**src/rtl/core/ajd_pkg.sv**
```systemverilog
// Shared constants and types for the accelerometer jump detector.
`timescale 1ns / 1ps
package ajd_pkg;

    localparam int WINDOW     = 5;
    localparam int RING_DEPTH = 2 * WINDOW;

    localparam int SAMPLE_W = 14;
    localparam int THRESH_W = 13;
    localparam int NUM_AXES = 3;

    // window sum spans +/- WINDOW * 2^(SAMPLE_W-1)
    localparam int SUM_W   = SAMPLE_W + $clog2(WINDOW);
    localparam int DIFF_W  = SUM_W + 1;
    localparam int LIMIT_W = THRESH_W + $clog2(WINDOW + 1);
    localparam int CMP_W   = (DIFF_W > LIMIT_W) ? DIFF_W : LIMIT_W;

    localparam int S_TDATA_W = ((NUM_AXES * SAMPLE_W + 7) / 8) * 8;
    localparam int M_TDATA_W = 8;

    localparam logic [THRESH_W-1:0] THRESH_RESET = THRESH_W'(512);

    typedef logic signed [SAMPLE_W-1:0] sample_t;
    typedef logic signed [SUM_W-1:0]    sum_t;
    typedef logic signed [DIFF_W-1:0]   diff_t;
    typedef logic [THRESH_W-1:0]        thresh_t;
    typedef logic [LIMIT_W-1:0]         limit_t;

    function automatic limit_t limit_of(input thresh_t thr);
        limit_of = LIMIT_W'(thr) * LIMIT_W'(WINDOW);
    endfunction

endpackage

```
**src/rtl/core/accel_jump_detector_core.sv**
```systemverilog
// Top level of the accelerometer step-change (jump) detector.
`timescale 1ns / 1ps
// Usage:
//   s_ channel: one word per three-axis sample, x/y/z in 1/1024 g.
//   m_ channel: one word per sample, bit 0 set when on any axis the mean of
//     the five newest samples differs from the mean of the five before them
//     by more than jump_threshold.
//   cfg channel: writes jump_threshold (always ready). Write only while idle.
// Timing:
//   Accept updates the per-axis shift line and running sums (stage 1); the
//   next advance compares and loads the output register, and m_tvalid rises
//   with that load (two register stages); one word per cycle sustained while
//   m_tready is high.
//   Each sum moves by one add/subtract per sample, so the compare is a single
//   subtract, magnitude and compare against 5 * threshold.
// Reset:
//   History and sums clear to zero (missing samples count as zero), threshold
//   returns to 512 (0.5 g), both pipeline stages empty.
// Stall:
//   While m_tready is low the output word holds; stage 1 can still take one
//   more sample, after which s_tready drops until the output drains.
module accel_jump_detector_core (
    input  logic                          aclk,
    input  logic                          aresetn,
    // s_tdata: [13:0] accel_x, [27:14] accel_y, [41:28] accel_z, rest zero
    input  logic                          s_tvalid,
    output logic                          s_tready,
    input  logic [ajd_pkg::S_TDATA_W-1:0] s_tdata,
    // m_tdata: [0] jump_detected, rest zero
    output logic                          m_tvalid,
    input  logic                          m_tready,
    output logic [ajd_pkg::M_TDATA_W-1:0] m_tdata,
    // jump_threshold write
    input  logic                          cfg_valid,
    output logic                          cfg_ready,
    input  ajd_pkg::thresh_t              cfg_data
);
    import ajd_pkg::*;

    limit_t  limit_reg;            // 5 * threshold, kept ready for compare
    logic    st1_valid_reg;        // sums hold a sample not yet compared
    logic    m_valid_reg;
    logic    jump_reg;
    logic    advance;
    logic    s_accept;
    logic [NUM_AXES-1:0] axis_exceed;
    sample_t axis_sample [NUM_AXES];

    assign advance   = !m_valid_reg || m_tready;
    assign s_tready  = advance || !st1_valid_reg;
    assign s_accept  = s_tvalid && s_tready;
    assign cfg_ready = 1'b1;

    always_comb begin
        for (int a = 0; a < NUM_AXES; a++) begin
            axis_sample[a] = sample_t'(s_tdata[a*SAMPLE_W +: SAMPLE_W]);
        end
    end

    genvar g;
    generate
        for (g = 0; g < NUM_AXES; g++) begin : g_axis
            ajd_axis_window u_axis (
                .aclk    (aclk),
                .aresetn (aresetn),
                .load    (s_accept),
                .sample  (axis_sample[g]),
                .limit   (limit_reg),
                .exceed  (axis_exceed[g])
            );
        end
    endgenerate

    always_ff @(posedge aclk) begin
        if (!aresetn) begin
            limit_reg     <= limit_of(THRESH_RESET);
            st1_valid_reg <= 1'b0;
            m_valid_reg   <= 1'b0;
        end else begin
            if (cfg_valid && cfg_ready) begin
                limit_reg <= limit_of(cfg_data);
            end
            if (s_accept) begin
                st1_valid_reg <= 1'b1;
            end else if (advance) begin
                st1_valid_reg <= 1'b0;
            end
            if (advance) begin
                m_valid_reg <= st1_valid_reg;
            end
        end
    end

    // result payload, no reset
    always_ff @(posedge aclk) begin
        if (advance) begin
            jump_reg <= |axis_exceed;
        end
    end

    assign m_tvalid = m_valid_reg;
    assign m_tdata  = {(M_TDATA_W - 1)'(0), jump_reg};

    a_full_when_blocked: assert property (@(posedge aclk) disable iff (!aresetn)
        !s_tready |-> st1_valid_reg && m_valid_reg)
        else $error("input blocked with a free stage");

    a_no_drop: assert property (@(posedge aclk) disable iff (!aresetn)
        st1_valid_reg && !advance |=> st1_valid_reg)
        else $error("stage 1 word lost under stall");

    a_flow: assert property (@(posedge aclk) disable iff (!aresetn)
        st1_valid_reg && advance |=> m_valid_reg)
        else $error("stage 1 word not passed to output");

    a_limit: assert property (@(posedge aclk) disable iff (!aresetn)
        cfg_valid && cfg_ready |=> limit_reg == limit_of($past(cfg_data)))
        else $error("limit not updated from threshold write");

endmodule

```
**src/rtl/core/ajd_axis_window.sv**
```systemverilog
// One axis: sample shift line, running window sums and the threshold compare.
`timescale 1ns / 1ps
module ajd_axis_window (
    input  logic             aclk,
    input  logic             aresetn,
    input  logic             load,
    input  ajd_pkg::sample_t sample,
    input  ajd_pkg::limit_t  limit,
    output logic             exceed
);
    import ajd_pkg::*;

    sample_t hist_reg [RING_DEPTH];   // index 0 = newest
    sum_t    recent_reg, recent_next;
    sum_t    older_reg, older_next;
    diff_t   diff;
    logic [CMP_W-1:0] diff_mag;
    sum_t    chk_recent, chk_older;

    // sample leaving the recent window enters the older one
    always_comb begin
        recent_next = recent_reg + SUM_W'(sample) - SUM_W'(hist_reg[WINDOW-1]);
        older_next  = older_reg + SUM_W'(hist_reg[WINDOW-1])
                      - SUM_W'(hist_reg[RING_DEPTH-1]);
    end

    always_ff @(posedge aclk) begin
        if (!aresetn) begin
            for (int i = 0; i < RING_DEPTH; i++) begin
                hist_reg[i] <= '0;
            end
            recent_reg <= '0;
            older_reg  <= '0;
        end else if (load) begin
            hist_reg[0] <= sample;
            for (int i = 1; i < RING_DEPTH; i++) begin
                hist_reg[i] <= hist_reg[i-1];
            end
            recent_reg <= recent_next;
            older_reg  <= older_next;
        end
    end

    always_comb begin
        diff     = DIFF_W'(recent_reg) - DIFF_W'(older_reg);
        diff_mag = diff[DIFF_W-1] ? CMP_W'(-diff) : CMP_W'(diff);
        exceed   = diff_mag > CMP_W'(limit);
    end

    // full recount of the taps, for checking only
    always_comb begin
        chk_recent = '0;
        chk_older  = '0;
        for (int i = 0; i < WINDOW; i++) begin
            chk_recent = chk_recent + SUM_W'(hist_reg[i]);
            chk_older  = chk_older + SUM_W'(hist_reg[WINDOW+i]);
        end
    end

    a_recent_sum: assert property (@(posedge aclk) disable iff (!aresetn)
        recent_reg == chk_recent) else $error("recent window sum drifted");

    a_older_sum: assert property (@(posedge aclk) disable iff (!aresetn)
        older_reg == chk_older) else $error("older window sum drifted");

    a_hold: assert property (@(posedge aclk) disable iff (!aresetn)
        !load |=> $stable(recent_reg) && $stable(older_reg))
        else $error("sums moved without a load");

endmodule

```
**config.mk**
```make
export PLATFORM = sky130hd
export DESIGN_NAME = accel_jump_detector_core
export DESIGN_NICKNAME = d
export VERILOG_FILES = /design/src/rtl/core/ajd_pkg.sv /design/src/rtl/core/accel_jump_detector_core.sv /design/src/rtl/core/ajd_axis_window.sv
export SDC_FILE = /design/constraint.sdc
export NUM_CORES = 1
export LEC_CHECK = 0
export ABC_AREA = 1
export BUFFER_PORTS_ARGS = -buffer_cell sky130_fd_sc_hd__buf_2
export CORE_MARGIN = 2
export CORE_UTILIZATION = 48
export CTS_CLUSTER_DIAMETER = 50
export DETAILED_ROUTE_END_ITERATION = 6
export GPL_ROUTABILITY_DRIVEN = 0
export PLACE_DENSITY_LB_ADDON = 0.1
export RECOVER_POWER = 25
export SETUP_SLACK_MARGIN = 0.4
export SYNTH_ARGS = -nofsm -noshare
export SYNTH_HDL_FRONTEND = slang
export SYNTH_HIERARCHICAL = 1
export SYNTH_SLANG_ARGS = --single-unit
export TNS_END_PERCENT = 100
```
**constraint.sdc**
```tcl
create_clock -name aclk -period 7.1 [get_ports aclk]
set_input_delay 0.355 -clock aclk [delete_from_list [all_inputs] [get_ports aclk]]
set_output_delay 0.355 -clock aclk [all_outputs]
set_load 0.01 [all_outputs]
```
==> results of run 1 <==
-- how the worst min path moves through the flow --
stage | from | cells after the start | to | slack (ns)
floorplan | g_axis[2].u_axis/older_reg[12] | 2 | g_axis[2].u_axis/older_reg[12] | 0.43
global placement | st1_valid_reg | 2 | m_tvalid | 0.44
detailed placement | st1_valid_reg | 2 | m_tvalid | 0.44
CTS | cfg_data[1] | 3 | limit_reg[1] | 0.0008
global route | m_tready | 4 | m_tvalid | 0.05
finish | m_tready | 4 | m_tvalid | 0.04
-- cells in the final DEF (no fill, tap or decap), types with 14 or more instances in the layout --
master and n:
nand4_1 41, fa_1 100, buf_2 56, nand2_2 47, nand3_1 145, nand2_1 575, nand3_2 26, xor2_1 34
edfxtp_1 421, xnor2_1 24, nor2_1 587, nor3_1 24, a21o_1 14, ha_1 229, clkbuf_1 16, nor2_2 19
o22ai_1 32, dfxtp_1 120, o21ai_0 195, clkbuf_16 79, a21oi_1 200, inv_1 1102
-- kinds of logic (layout without fill, tap and decap cells) --
logic type,after synthesis,count (layout),share of synthesized area [%]
compound gates,505,505,8.14
xor+xnor,59,59,1.53
fa+ha+maj,329,329,14.2
buf+inv,1196,1332,13.4
flops,541,541,44.0
other cells,2,8,0.0220
simple gates,1497,1497,18.7
-- repair_timing --
item	4_1_cts	5_1_grt
resized for setup	0	0
hold buffers	1	0
endpoints found under the hold margin	1	0
-- per-layer routing --
metal / track usage, % / part of all wire, %
met5: 0 / 0
met4: 6.14 / 2.6
met3: 2.58 / 3.2
met2: 30.4 / 45
met1: 27.3 / 49
-- synth_stat cells, types with 8 or more instances --
library cell / number
nor2_2: 19
nand3b_1: 9
a21oi_1: 200
o31ai_1: 11
xnor2_1: 24
nand3_1: 145
xor2_1: 34
edfxtp_1: 421
inv_1: 1105
buf_4: 9
fa_1: 100
nor3_1: 24
a21o_1: 14
nor2_1: 587
o21ai_1: 8
dfxtp_1: 120
ha_1: 229
nand3_2: 26
nand2_2: 47
a21oi_2: 8
nand2_1: 575
o22ai_1: 32
o21ai_0: 192
clkbuf_1: 64
nand4_1: 41
-- cell type report --
| type | count | area (um2) |
|---|---|---|
| Clock buffer | 90 | 2050 |
| Clock inverter | 58 | 761 |
| Sequential cell | 541 | 15000 |
| Timing Repair Buffer | 71 | 365 |
| Inverter | 1113 | 4200 |
| Multi-Input combinational cell | 2398 | 14600 |
| Tap cell | 940 | 1180 |
| Fill cell | 6641 | 32100 |
-- tightest hold or removal path, stage by stage --
cell and delay [ns]:
buf_2 0.07, inv_1 0.04, nand2_1 0.08, a21oi_1 0.06
-- per-stage QoR --
step / utilization, % / worst slack, ns / hold WS (ns)
floorplan: - / 1.62 / 0.426
global placement: 50.4 / 2.91 / 0.442
detailed placement: 50.4 / 2.90 / 0.440
CTS: 54.4 / 2.88 / 0.000761
global route: 54.3 / 1.62 / 0.0467
finish: 54.3 / 2.27 / 0.0406
==> results.sh, run 1 <==
export IMPL_wirelength_um=69700
export IMPL_netlist_area_um2=34200
export IMPL_ys_warn_count=6
export IMPL_period_share_pct=68.1
export IMPL_fmax_mhz=207
export IMPL_clockBufferDepth=3
export IMPL_layoutNonFillerInstCount=5211
export IMPL_timing_critical_path_buf_inv=2
export IMPL_routed_via_density=4.75
export IMPL_critPathSlowestCell="nand2_1"
export IMPL_io_buffers=62
export IMPL_synth_seq_cells=541
export IMPL_synth_edf_count=421
export IMPL_setup_violations=0
export IMPL_violations="capacitance limit, slew limit"
export IMPL_crit_path_start="m_tvalid"
export IMPL_firstDrtPassIters=7
export IMPL_synth_flop_cell="edfxtp_1"
export IMPL_slew_violations=311
export IMPL_crit_path_max_fanout=86
export IMPL_antenna_found_initial=0
export IMPL_cp_endpoint="g_axis[2].u_axis/older_reg[9]"
export IMPL_drv_cap=4
export IMPL_placed_cell_area_um2=35400
export IMPL_fp_coreArea_um2=70300
export IMPL_path_class="reg -> reg"
export IMPL_end_kind="register"
export IMPL_hold_class="in -> reg"
export IMPL_grt_max_degree=117
export IMPL_rr_worst_depth=7
export IMPL_setup_tns_final_ns=0
export IMPL_pin_count=77
export IMPL_critPathTopFamily="simple AND/OR/NAND/NOR gates"
export IMPL_wire_per_inst_um=13.4
export IMPL_grt_pass1_vias=23500
export IMPL_period_needed_ns=4.83
export IMPL_ctsRootBufferMaster="clkbuf_16"
export IMPL_hold_violations=0
export IMPL_synth_cell_type_count=55
export IMPL_final_nets=4599
export IMPL_cts_setup_buffers=0
export IMPL_grt_pass1_wl_um=116000
export IMPL_relSlewSlack_pct=-136
export IMPL_die_h_um=271
export IMPL_rows=97
export IMPL_numCtsBuffers=79
export IMPL_largest_reg_flops=420
export IMPL_finalClockSkew_ns=0.0247
export IMPL_required_ns=7.56
export IMPL_drive_above_1_share_pct=7.56
export IMPL_ys_top_cells_by_area="edfxtp_1 37%, inv_1 12%, ha_1 8.4%, dfxtp_1 7.0%, nor2_1 6.4%"
export IMPL_synth_top_cell_area_share_pct=37.0
export IMPL_chipWidth_um=271
export IMPL_r2r_start="m_tvalid"
export IMPL_clock_latency_ns=0.64
export IMPL_ant_nets=0
export IMPL_cts_htree_levels=3
export IMPL_ff2ff_setup_slack_ns=2.27
export IMPL_avgSynthCellArea_um2=8.28
export IMPL_cts_tree="built"
export IMPL_cts_num_sinks=541
export IMPL_grt_ovfl_total=0
export IMPL_max_stage_delay_ns=2.24
export IMPL_finalInstanceArea_um2=38200
export IMPL_seq_area_frac_synth_pct=44.0
export IMPL_cp_depth=7
export IMPL_area_growth_pct=11.7
export IMPL_start_kind="register"
export IMPL_dp_cells=5062
export IMPL_drtIter0Drc=1514
export IMPL_yosysTopAreaCell="edfxtp_1"
export IMPL_diodes=0
export IMPL_clk_pin_slew_worst_paths_ns=0.06
export IMPL_reg2reg_to="g_axis[2].u_axis/older_reg[9]"
export IMPL_cp_arrival_ns=5.29
export IMPL_drc=0
export IMPL_grt_usage_pct=19.2
export IMPL_dr_total_vias=24700
export IMPL_path_cells="nand3_1, nand2_1, inv_1, nand2_1, inv_1, nand3_1, o21ai_0"
export IMPL_worst_pin_slew_ns=3.55
export IMPL_hpwl_um=50300
export IMPL_dieArea_um2=73400
export IMPL_syn_instance_count=4129
export IMPL_status="finished, violations left"
export IMPL_rsz0062_at_grt="false"
export IMPL_async_flop_share_pct=0
export IMPL_initial_core_util_pct=48.7
Power of run 1 is left out: the tool's default activity adds up to more than one toggle a clock period on the data nets, which glitch-free logic cannot reach.
==> run 2: changes to the inputs <==
--- a/config.mk
+++ b/config.mk
@@ -5,7 +5,7 @@
 export SDC_FILE = /design/constraint.sdc
 export NUM_CORES = 1
 export LEC_CHECK = 0
-export ABC_AREA = 1
+export ABC_AREA = 0
 export BUFFER_PORTS_ARGS = -buffer_cell sky130_fd_sc_hd__buf_2
 export CORE_MARGIN = 2
 export CORE_UTILIZATION = 48
==> constraint.sdc (replaced) <==
create_clock -name aclk -period 4.7 [get_ports aclk]
set_input_delay 0.235 -clock aclk [delete_from_list [all_inputs] [get_ports aclk]]
set_output_delay 0.235 -clock aclk [all_outputs]
set_load 0.01 [all_outputs]
==> results.sh, run 2 <==
export IMPL_clockBufferDepth=3
export IMPL_hold_depth=3
export IMPL_die_h_um=265
export IMPL_hold_start="s_tdata[19]"
export IMPL_period_share_pct=104
export IMPL_wire_per_inst_um=17.0
export IMPL_min_to="g_axis[1].u_axis/hist_reg[0][5]"
export IMPL_synth_edf_count=421
export IMPL_antenna_found_initial=0
export IMPL_grt_ovfl_total=0
export IMPL_cts_tree="built"
export IMPL_period_needed_ns=4.89
export IMPL_critPathTopFamily="simple AND/OR/NAND/NOR gates"
export IMPL_path_cells="inv_1, ha_2, fa_2, nor2b_4, o21ai_1, xnor2_1, or3_4, a2111oi_4, nand4bb_1, o21ai_1, xnor2_1, ha_1, nand4_1, nor2_2, nand2_1, nor3_2, a311o_1, o211ai_1, o32ai_2, a31oi_2, or3_1"
export IMPL_drc=0
export IMPL_ys_top_cells_by_area="edfxtp_1 39%, ha_1 8.7%, dfxtp_1 7.3%, and3_1 6.9%, fa_1 6.1%"
export IMPL_rows=95
export IMPL_firstDrtPassIters=5
export IMPL_rsz0062_at_grt="true"
export IMPL_timing_critical_path_buf_inv=1
export IMPL_initial_core_util_pct=48.6
export IMPL_diodes=0
export IMPL_violations="capacitance limit, slew limit, setup timing"
export IMPL_relSlewSlack_pct=-129
export IMPL_ir_worst_vdd_uv=434
export IMPL_wirelength_um=71100
export IMPL_area_growth_pct=14.1
export IMPL_cts_num_sinks=541
export IMPL_grt_max_degree=139
export IMPL_rr_worst_depth=21
export IMPL_slew_violations=282
export IMPL_clk_pin_slew_worst_paths_ns=0.05
export IMPL_start_kind="register"
export IMPL_clock_latency_ns=0.62
export IMPL_seq_area_frac_synth_pct=45.9
export IMPL_cts_htree_levels=3
export IMPL_final_common_cell="inv_1"
export IMPL_cp_arrival_ns=5.24
export IMPL_finish_utilization_pct=55.5
export IMPL_layout_setup_ws_ns=-0.188
export IMPL_path_class="reg -> reg"
export IMPL_grt_pass1_wl_um=117000
export IMPL_critPathSlowestCell="or3_4"
export IMPL_fmax_mhz=205
export IMPL_setup_tns_final_ns=-0.188
export IMPL_hold_violations=0
export IMPL_setup_violations=1
export IMPL_synth_top_cell_area_share_pct=38.6
export IMPL_synthTopCellsByCount="464 x inv_1, 421 x edfxtp_1, 359 x and3_1"
export IMPL_async_flop_share_pct=0
export IMPL_ff2ff_setup_slack_ns=-0.19
export IMPL_largest_reg_flops=420
export IMPL_chipWidth_um=265
export IMPL_drive_above_1_share_pct=10.8
export IMPL_drtIter0Drc=1373
export IMPL_synth_flop_cell="edfxtp_1"
export IMPL_synth_cell_type_count=104
export IMPL_drv_cap=4
export IMPL_synth_most_common_cell="inv_1"
export IMPL_powerDensity_nw_per_um2=738
export IMPL_final_nets=3653
export IMPL_worst_pin_slew_ns=3.44
export IMPL_reg2reg_to="jump_reg"
export IMPL_netlist_area_um2=32800
export IMPL_synth_seq_cells=541
export IMPL_io_buffers=62
export IMPL_end_kind="register"
export IMPL_crit_path_max_fanout=3
export IMPL_status="finished, violations left"
export IMPL_mostFrequentLayoutCells="457 x inv_1, 421 x edfxtp_1, 359 x and3_1"
export IMPL_leakage_uw=0.0174
export IMPL_routed_via_density=5.42
export IMPL_syn_instance_count=3147
export IMPL_avgSynthCellArea_um2=10.4
export IMPL_grt_pass1_vias=22800
export IMPL_required_ns=5.05
export IMPL_grt_usage_pct=20.4
export IMPL_hold_class="in -> reg"
export IMPL_finalClockSkew_ns=0.0300
export IMPL_r2r_start="g_axis[0].u_axis/recent_reg[0]"
export IMPL_hpwl_um=48900
export IMPL_numCtsBuffers=75
export IMPL_dieArea_um2=70300
export IMPL_ys_warn_count=6
export IMPL_ctsRootBufferMaster="clkbuf_16"
export IMPL_yosysTopAreaCell="edfxtp_1"
export IMPL_pin_count=77
export IMPL_dr_total_vias=22800
export IMPL_max_stage_delay_ns=0.43
export IMPL_ant_nets=0
export IMPL_fp_coreArea_um2=67400
==> run 2: changes by cell type after synthesis, sizes merged, moves of 75 or more <==
cell	delta
inv	-647
nand2	-505
nor2	-428
and3	+359
nand3	-124
o21ai	-113
a21oi	-85
xnor2	+75
==> run 2: cell families (layout without fill, tap and decap cells) <==
kind of cell	after synthesis	count (layout)	synth area share (%)
multiplexers	38	38	1.17
buffers and inverters	602	770	7.06
adder cells (fa/ha/maj)	329	329	14.9
other	2	8	0.0229
AO/OA/AOI/OAI	512	512	10.6
AND/OR/NAND/NOR	961	961	16.0
XOR/XNOR	162	162	4.33
flip-flops	541	541	45.9
==> run 2: worst min-delay path: stages <==
cell and delay, ns:
buf_2 0.07, inv_1 0.07, nor2_1 0.13
==> run 2: report_power, final <==
part / switching [uW] / internal [uW] / leakage [uW]
sequential: 297 / 5720 / 0.00565
clock: 2220 / 3570 / 0.00124
combinational: 8750 / 7020 / 0.0105
==> run 2: area by class of cell <==
cell class	count	area [um2]
Clock buffer	93	2040
Clock inverter	47	544
Fill cell	5822	30000
Inverter	465	1760
Multi-Input combinational cell	2010	15700
Sequential cell	541	15000
Tap cell	873	1090
Timing Repair Buffer	165	1190
==> run 2: worst max-delay path by stage <==
stage	cells after the start	startpoint	to	slack, ns
floorplan	20	g_axis[1].u_axis/recent_reg[0]	jump_reg	0.25
global placement	21	g_axis[0].u_axis/recent_reg[0]	jump_reg	-0.06
detailed placement	21	g_axis[0].u_axis/recent_reg[0]	jump_reg	-0.22
CTS	22	g_axis[0].u_axis/older_reg[1]	jump_reg	-0.08
global route	21	g_axis[0].u_axis/recent_reg[0]	jump_reg	-0.40
finish	21	g_axis[0].u_axis/recent_reg[0]	jump_reg	-0.19
==> run 2: stage by stage <==
stage | setup WS [ns] | std cells | total power, uW | area (um2) | hold WS (ns)
after global routing | -0.398 | 4194 | 29900 | 37400 | 0.0403
final | -0.188 | 4194 | 27600 | 37400 | 0.0285
after global placement | -0.0649 | 4015 | 20800 | 34300 | 0.446
after floorplan | 0.254 | 3153 | 17800 | 32900 | 0.374
after detailed placement | -0.217 | 4015 | 21300 | 34300 | 0.459
after CTS | -0.0767 | 4188 | 27400 | 37300 | 0.00313
==> run 2: timing repair <==
item | CTS | global route
gates resized for setup | 11 | 21
hold buffers | 32 | 0
setup endpoints to repair | 1 | 1
endpoints found under the hold margin | 31 | 0
setup buffers | 1 | 6
pin swaps | 2 | 11
==> run 2: routing by layer <==
layer,share of wire [%],up-vias,global-route usage (%)
li1,-,11200,-
met5,0,-,0
met4,2.5,0,5.74
met3,3.4,125,2.92
met2,46,364,33.0
met1,48,11100,28.8
No activity file was read; power rests on OpenSTA's default activity.
==> run 3: changes to the inputs <==
--- a/config.mk
+++ b/config.mk
@@ -13,7 +13,6 @@
 export DETAILED_ROUTE_END_ITERATION = 6
 export GPL_ROUTABILITY_DRIVEN = 0
 export PLACE_DENSITY_LB_ADDON = 0.1
-export RECOVER_POWER = 25
 export SETUP_SLACK_MARGIN = 0.4
 export SYNTH_ARGS = -nofsm -noshare
 export SYNTH_HDL_FRONTEND = slang
==> results.sh, run 3 (same netlist as run 2, synthesis figures left out) <==
export IMPL_rr_worst_depth=21
export IMPL_chipWidth_um=265
export IMPL_setup_tns_final_ns=-0.160
export IMPL_finalClockSkew_ns=0.0301
export IMPL_status="finished, violations left"
export IMPL_leakage_uw=0.0174
export IMPL_drc=0
export IMPL_drv_cap=0
export IMPL_final_nets=3653
export IMPL_worst_pin_slew_ns=0.838
export IMPL_antenna_found_initial=1
export IMPL_pwr_share_comb_pct=57.2
export IMPL_reg2reg_to="jump_reg"
export IMPL_fp_coreArea_um2=67400
export IMPL_ant_nets=0
export IMPL_rsz0062_at_grt="true"
export IMPL_p_int_uw=16300
export IMPL_grt_max_degree=139
export IMPL_required_ns=5.05
export IMPL_diodes=0
export IMPL_grt_pass1_wl_um=117000
export IMPL_seqPwrFrac_pct=21.9
export IMPL_firstDrtPassIters=5
export IMPL_finish_utilization_pct=55.5
export IMPL_grt_usage_pct=20.4
export IMPL_grt_pass1_vias=22800
export IMPL_cts_tree="built"
export IMPL_fmax_mhz=206
export IMPL_start_kind="register"
export IMPL_cts_num_sinks=541
export IMPL_p_clk_share_pct=21.0
export IMPL_critPathSlowestCell="or3_4"
export IMPL_pin_count=77
export IMPL_routed_via_density=5.42
export IMPL_ff2ff_setup_slack_ns=-0.16
export IMPL_path_cells="inv_1, ha_2, fa_2, nor2b_4, o21ai_1, xnor2_1, or3_4, a2111oi_4, nand4bb_1, o21ai_1, xnor2_1, ha_1, nand4_1, nor2_2, nand2_1, nor3_2, a311o_1, o211ai_1, o32ai_2, a31oi_2, or3_1"
export IMPL_period_needed_ns=4.86
export IMPL_violations="setup timing"
export IMPL_clk_pin_slew_worst_paths_ns=0.05
export IMPL_largest_reg_flops=420
export IMPL_io_buffers=62
export IMPL_layout_setup_ws_ns=-0.160
export IMPL_rows=95
export IMPL_cts_htree_levels=3
export IMPL_period_share_pct=103
export IMPL_setup_violations=1
export IMPL_grt_ovfl_total=0
export IMPL_mostFrequentLayoutCells="457 x inv_1, 421 x edfxtp_1, 359 x and3_1"
export IMPL_p_switching_uw=11200
export IMPL_r2r_start="g_axis[0].u_axis/recent_reg[0]"
export IMPL_crit_path_start="g_axis[0].u_axis/recent_reg[0]"
export IMPL_final_common_cell="inv_1"
export IMPL_hpwl_um=48900
export IMPL_area_growth_pct=14.2
export IMPL_dieArea_um2=70300
export IMPL_relSlewSlack_pct=44.1
export IMPL_initial_core_util_pct=48.6
export IMPL_clockBufferDepth=3
export IMPL_finalInstanceArea_um2=37400
export IMPL_end_kind="register"
export IMPL_dr_total_vias=22700
export IMPL_cp_arrival_ns=5.21
export IMPL_ir_worst_vdd_uv=430
export IMPL_wire_per_inst_um=17.0
export IMPL_dp_cells=4015
export IMPL_path_class="reg -> reg"
export IMPL_layoutNonFillerInstCount=4194
export IMPL_numCtsBuffers=75
export IMPL_wirelength_um=71100
export IMPL_hold_class="in -> reg"
export IMPL_placed_cell_area_um2=34300
export IMPL_max_stage_delay_ns=0.43
export IMPL_hold_violations=0
export IMPL_drive_above_1_share_pct=11.0
export IMPL_p_total_uw=27600
export IMPL_clock_latency_ns=0.62
export IMPL_switching_share_pct=40.8
export IMPL_die_h_um=265
export IMPL_crit_path_max_fanout=3
export IMPL_slew_violations=0
export IMPL_powerDensity_nw_per_um2=737
export IMPL_drtIter0Drc=1414
export IMPL_cp_endpoint="jump_reg"
export IMPL_ctsRootBufferMaster="clkbuf_16"
## run 3: critical path: cells and delay by family, from the launching register on
| family | cells | cell delay [ns] |
|---|---|---|
| AO/OA/AOI/OAI | 7 | 1.37 |
| AND/OR/NAND/NOR | 8 | 1.66 |
| XOR/XNOR | 2 | 0.25 |
| adder cells (fa/ha/maj) | 3 | 0.93 |
| flip-flops | 1 | 0.33 |
| buffers and inverters | 1 | 0.06 |
## run 3: area by class of cell
class	instances	area (um2)
timing repair buffer	165	1220
clock inverter	47	544
inverter	465	1760
tap	873	1090
sequential	541	15000
fill	5814	30000
clock buffer	93	2040
multi-input combinational	2010	15700
## run 3: power by group through the flow
stage	Clock (uW)	Sequential, uW	Combinational [uW]
floorplan	0	6010	11800
global placement	0	6110	14700
detailed placement	0	6120	15200
CTS	5950	6030	15400
global route	6120	6080	17700
finish	5780	6020	15800
## run 3: metrics by stage
step,setup WS (ns),hold slack (ns)
final,-0.160,0.0283
after global routing,-0.398,0.0403
after CTS,-0.0767,0.00313
after detailed placement,-0.217,0.459
after global placement,-0.0649,0.446
after floorplan,0.254,0.374
## run 3: metal layers
metal  global-route usage, %  share of wire (%)  wire, um  vias up
met1                    28.8                 48     34200    11000
met4                    5.74                2.5      1750        0
met3                    2.92                3.6      2530      118
met2                    33.0                 46     32600      376
li1                        -                  -         -    11200
met5                       0                  0         0        -
## run 3: timing repair
item | in CTS | in global routing
endpoints found under the setup margin | 1 | 1
setup buffers | 1 | 6
hold buffers | 32 | 0
resized for setup | 11 | 21
hold endpoints to repair | 31 | 0
pin swaps | 2 | 11
## run 3: worst min-delay path by stage
stage                                              start                               to  slack [ns]  cells past startpoint
final                                        s_tdata[19]  g_axis[1].u_axis/hist_reg[0][5]        0.03                      3
after global routing                         s_tdata[19]  g_axis[1].u_axis/hist_reg[0][5]        0.04                      3
after CTS                                     s_tdata[4]  g_axis[0].u_axis/hist_reg[0][4]       0.003                      3
after detailed placement  g_axis[1].u_axis/older_reg[16]   g_axis[1].u_axis/older_reg[16]        0.46                      2
after global placement    g_axis[1].u_axis/older_reg[16]   g_axis[1].u_axis/older_reg[16]        0.45                      2
after floorplan                                 s_tvalid                    st1_valid_reg        0.37                      2
